--- config.mk ---
export PLATFORM = sky130hd
export DESIGN_NAME = icv_ctrl
export DESIGN_NICKNAME = d
export VERILOG_FILES = /design/src/hdl/icv_pkg.sv /design/src/hdl/icv_ctrl.sv
export VERILOG_INCLUDE_DIRS = /design/src /design/src/hdl
export SDC_FILE = /design/constraint.sdc
export NUM_CORES = 1
export LEC_CHECK = 0
export ABC_AREA = 1
export ABC_CLOCK_PERIOD_IN_PS = 2560
export BUFFER_PORTS_ARGS = -buffer_cell sky130_fd_sc_hd__buf_4
export CELL_PAD_IN_SITES_DETAIL_PLACEMENT = 1
export CELL_PAD_IN_SITES_GLOBAL_PLACEMENT = 1
export CORE_AREA = 5 5 42 44
export CTS_BUF_LIST = sky130_fd_sc_hd__clkbuf_8
export DETAILED_ROUTE_END_ITERATION = 10
export DIE_AREA = 0 0 47 49
export GPL_ROUTABILITY_DRIVEN = 0
export GPL_TIMING_DRIVEN = 0
export PLACE_DENSITY = 0.47
export SYNTH_ARGS = -nofsm -noshare
export SYNTH_HDL_FRONTEND = slang
export SYNTH_SLANG_ARGS = --single-unit
--- constraint.sdc ---
create_clock -name clk -period 2.56 [get_ports clk]
set_clock_uncertainty 0.2 [all_clocks]
set_input_delay 0.256 -clock clk [delete_from_list [all_inputs] [get_ports clk]]
set_output_delay 0.256 -clock clk [all_outputs]
set_load 0.005 [all_outputs]
--- src/hdl/image_convolution_2d_top_defines.svh ---
// Assertion macros shared by the convolution block.
// Depends on a clk and rst in scope at the point of use.
`ifndef IMAGE_CONVOLUTION_2D_TOP_DEFINES_SVH
`define IMAGE_CONVOLUTION_2D_TOP_DEFINES_SVH

`define ICV_ASSERT_NOW(lbl, ante, cons, msg) \
  lbl: assert property (@(posedge clk) disable iff (rst) (ante) |-> (cons)) else $error(msg);

`define ICV_ASSERT_NEXT(lbl, ante, cons, msg) \
  lbl: assert property (@(posedge clk) disable iff (rst) (ante) |=> (cons)) else $error(msg);

`endif

--- src/hdl/icv_pkg.sv ---
// Types, constants and helpers of the 2D convolution block.
// No dependencies.
`timescale 1ns / 1ps
package icv_pkg;

  localparam int MAX_MASK     = 7;
  localparam int MAX_WIDTH    = 1024;
  localparam int MAX_CHANNELS = 4;
  localparam int COEF_FRAC    = 10;
  localparam int COEF_SLOTS   = MAX_MASK * MAX_MASK;
  localparam int RING_SIZE    = MAX_MASK * MAX_WIDTH * MAX_CHANNELS;
  localparam int RING_AW      = $clog2(RING_SIZE);
  localparam int SLOT_AW      = $clog2(COEF_SLOTS);
  localparam int PIX_MAX      = 255;

  localparam logic [1:0] CMD_COEF  = 2'd0;
  localparam logic [1:0] CMD_PIXEL = 2'd1;
  localparam logic [1:0] CMD_DRAIN = 2'd2;

  localparam logic [2:0] REG_MASK_W = 3'd0;
  localparam logic [2:0] REG_MASK_H = 3'd1;
  localparam logic [2:0] REG_IMG_W  = 3'd2;
  localparam logic [2:0] REG_IMG_H  = 3'd3;
  localparam logic [2:0] REG_CHAN   = 3'd4;
  localparam logic [2:0] REG_FLIP   = 3'd5;

  typedef enum logic [2:0] {
    ST_IDLE,
    ST_SETUP,
    ST_TAP,
    ST_DRAIN,
    ST_EMIT
  } state_t;

  typedef struct packed {
    logic accept;
    logic setup;
    logic tap;
    logic emit;
  } ctl_cmd_t;

  typedef struct packed {
    logic emit_req;
    logic last_tap;
    logic pipe_busy;
    logic slot_free;
  } dp_sts_t;

  typedef struct packed {
    logic [2:0]  w;
    logic [2:0]  h;
    logic [10:0] img_w;
    logic [15:0] img_h;
    logic [2:0]  chan;
    logic        flip;
  } cfg_t;

  function automatic logic [RING_AW-1:0] ring_add(input logic [RING_AW-1:0] a,
                                                 input logic [RING_AW:0]   b);
    logic [RING_AW:0] s;
    s = {1'b0, a} + b;
    if (s >= (RING_AW+1)'(RING_SIZE)) s = s - (RING_AW+1)'(RING_SIZE);
    return s[RING_AW-1:0];
  endfunction

endpackage

--- src/hdl/icv_ctrl.sv ---
// Sequencing state machine of the convolution block.
// Depends on icv_pkg and the assertion macro header.
`timescale 1ns / 1ps
`include "image_convolution_2d_top_defines.svh"
module icv_ctrl (
  input  logic              clk,
  input  logic              rst,
  input  logic              in_valid,
  output logic              in_ready,
  input  icv_pkg::dp_sts_t  sts,
  output icv_pkg::ctl_cmd_t cmd
);
  import icv_pkg::*;

  state_t state, state_next;

  always_ff @(posedge clk) begin
    if (rst) state <= ST_IDLE;
    else state <= state_next;
  end

  always_comb begin
    state_next = state;
    case (state)
      ST_IDLE:  if (in_valid && sts.emit_req) state_next = ST_SETUP;
      ST_SETUP: state_next = ST_TAP;
      ST_TAP:   if (sts.last_tap) state_next = ST_DRAIN;
      ST_DRAIN: if (!sts.pipe_busy) state_next = ST_EMIT;
      ST_EMIT:  if (sts.slot_free) state_next = ST_IDLE;
      default:  state_next = ST_IDLE;
    endcase
  end

  always_comb begin
    in_ready   = (state == ST_IDLE);
    cmd.accept = (state == ST_IDLE) && in_valid;
    cmd.setup  = (state == ST_SETUP);
    cmd.tap    = (state == ST_TAP);
    cmd.emit   = (state == ST_EMIT) && sts.slot_free;
  end

  `ICV_ASSERT_NEXT(a_tap_end, state == ST_TAP && sts.last_tap, state == ST_DRAIN, "tap end")
  `ICV_ASSERT_NEXT(a_emit_done, cmd.emit, state == ST_IDLE, "emit not closed")
  `ICV_ASSERT_NEXT(a_start, cmd.accept && sts.emit_req, state == ST_SETUP, "no start")
endmodule

==> results.md <==
- Run status: finished clean
- CP required: 2.10 ns
- DRC: 0
- Area grow syn2layout: 70.2%
- Max cap viols: 0
- Switching Fraction: 0.357
- Min Clock Period, post-route: 1.56 ns
- Share of power burned in registers: 0.198
- Die Area: 2300 um2
- Ant. Diodes: 0
- First-pass GRT wire length: 1060 um
- Initial antenna violation count: 0
- Biggest regs: state x3
- HPWL Detailed: 505 um
- Initial DRC count: 3
- #FFs+latches synth: 3
- Largest net degree at the start of global routing: 10
- Cell taking the most area after synthesis: dfxtp_1
- CTS clk-pin slew, worst paths: 0.03 ns
- Finished Cell Area: 358 um2
- Most common cell after layout, fill and taps aside: buf_4
- Port Buf Inserts: 11
- Row count: 14
- Setup TNS: 0 ns
- Fmax achieved: 0.643 GHz
- Most flops, register: state
- Die span in y: 49 um
- CTS Root Cell: clkbuf_8
- Post-route clock period utilization: 0.608
- Crit path capture type: output port
- Cts hold-fix bufs: 0
- Lkg Pwr: 0.196 nW
- Mapped cell area: 210 um2
- CTS tree: done
- Clk Latency, worst-skew pair: 0.22 ns
- Critical Path AT: 1.10 ns
- Clk sink count: 3
- Wire per inst: 9.42 um
- Width of the die: 47 um
- Placed cell areas: 313 um2
- Routed Antenna Nets: 0
- Mapped Nets: 43
- Mapped Cells: 36
- Vias in the first global route: 269
- First drt pass iteration count: 2
- Clock share of power: 0.348
- Fill count: 186
- Post-CTS Setup Repair Bufs: 0
- Via count: 275
- Slew Limit Fails: 0
- Max FO, Critical Path: 6
- Synth top area cells: dfxtp_1 (29%), nand2_1 (18%), nor2_1 (8.9%)
- Sequential-to-total area share from yosys stat: 0.286
- Rel. slew slack: 0.831
- CP Launch Type: flip-flop
- Final hold viol count: 0
- IO Count: 12
- Crit path launch: state[2]
- H-Tree Depth: 1
- Hold/Removal Path Class: in2reg
- Largest register FFs: 3
- Max IR drop VDD: 296 uV
- Drt total wl: 631 um
- Gr usage total: 0.0654
- P_int: 0.000246 W
- HP Start: rst
- Nets: 59
- RSZ-0062 raised after global routing: no
- Final setup vio count: 0
- Pwr Density: 1070 nW/um2
- Mapped Avg Cell Area: 5.84 um2
- Share of post-route cells with drive strength above 1: 0.333
- Synth warn: 0
- # resized after CTS: 0
- Clock buffer depth: 2
- Yosys top cell area share: 0.286
- Global route total overflow: 0
- WS Path Type: reg2out
- Via/cell ratio: 4.10
- Register-to-register path setup slack: 1.19 ns
- Slew @ Worst Pin: 0.251 ns
- Initial core utilization: 0.150
- Reg2reg start: state[0]
- Commonest cells after routing, fill and taps aside: buf_4 (12), nand2_1 (10), nor2_1 (5), inv_1 (5)
- Comb power frac: 0.454
- Num CTS Buffers: 3
- Netlist cell types: 15
- Placeable core area: 1400 um2
- Sw Pwr: 0.000136 W
==> through the flow <==
stage          hold WS (ns)  power [W]  std cells  worst slack, ns  utilization
2_1_floorplan         0.125   0.000181         36             1.35            -
3_3_place_gp          0.238   0.000257         63             1.17        0.223
3_5_place_dp          0.238   0.000252         63             1.20        0.223
4_1_cts              0.0118   0.000390         67            0.967        0.255
5_1_grt              0.0157   0.000423         67            0.887        0.255
6_report             0.0121   0.000382         67             1.00        0.255
==> cells by family (layout without fill, tap and decap cells) <==
logic type,count (synthesis),count (layout),share of synthesized area
AOI/OAI and AO/OA,3,3,0.0714
buffers and inverters,6,21,0.125
and+or+nand+nor,24,24,0.518
DFF,3,3,0.286
==> final timing paths <==
check / cells past startpoint / endpoint
max reg2reg: 7 / state[2]
max: 3 / cmd[0]
min reg2reg: 2 / state[2]
min: 2 / state[0]
==> routing by layer <==
metal	track usage	share of wire	vias to the layer above
met3	0.0332	0.068	0
li1	-	-	145
met4	0.0553	0	0
met1	0.0744	0.43	122
met2	0.0860	0.50	8
met5	0	0	-
==> power groups by stage <==
| stage | registers (W) | logic [W] | clock network, W |
|---|---|---|---|
| floorplan | 0.0000735 | 0.000108 | 0 |
| global placement | 0.0000776 | 0.000179 | 0 |
| detailed placement | 0.0000767 | 0.000176 | 0 |
| CTS | 0.0000761 | 0.000177 | 0.000137 |
| global route | 0.0000796 | 0.000197 | 0.000146 |
| finish | 0.0000756 | 0.000173 | 0.000133 |
==> cells in the mapped netlist, drive strengths merged <==
library cell  count
a21oi             2
and3              1
buf               1
dfxtp             3
inv               5
nand2            10
nand3             3
nand3b            1
nand4             1
nor2              6
nor3              1
nor4              1
o21ai             1
==> critical path: stages (launching register included) <==
cell and delay, ns:
dfxtp_1 0.39, inv_2 0.09, nor4_1 0.25, buf_4 0.16
==> area by class of cell <==
type	count	area (um2)	share of cell area
inverter	5	18.8	0.0524
sequential	3	60.1	0.168
buffer	1	7.51	0.0210
multi-input combinational	27	124	0.346
timing repair buffer	11	82.6	0.231
clock inverter	1	3.75	0.0105
tap	16	20.0	0.0559
clock buffer	3	41.3	0.115
No activity file was read; power rests on OpenSTA's default activity.
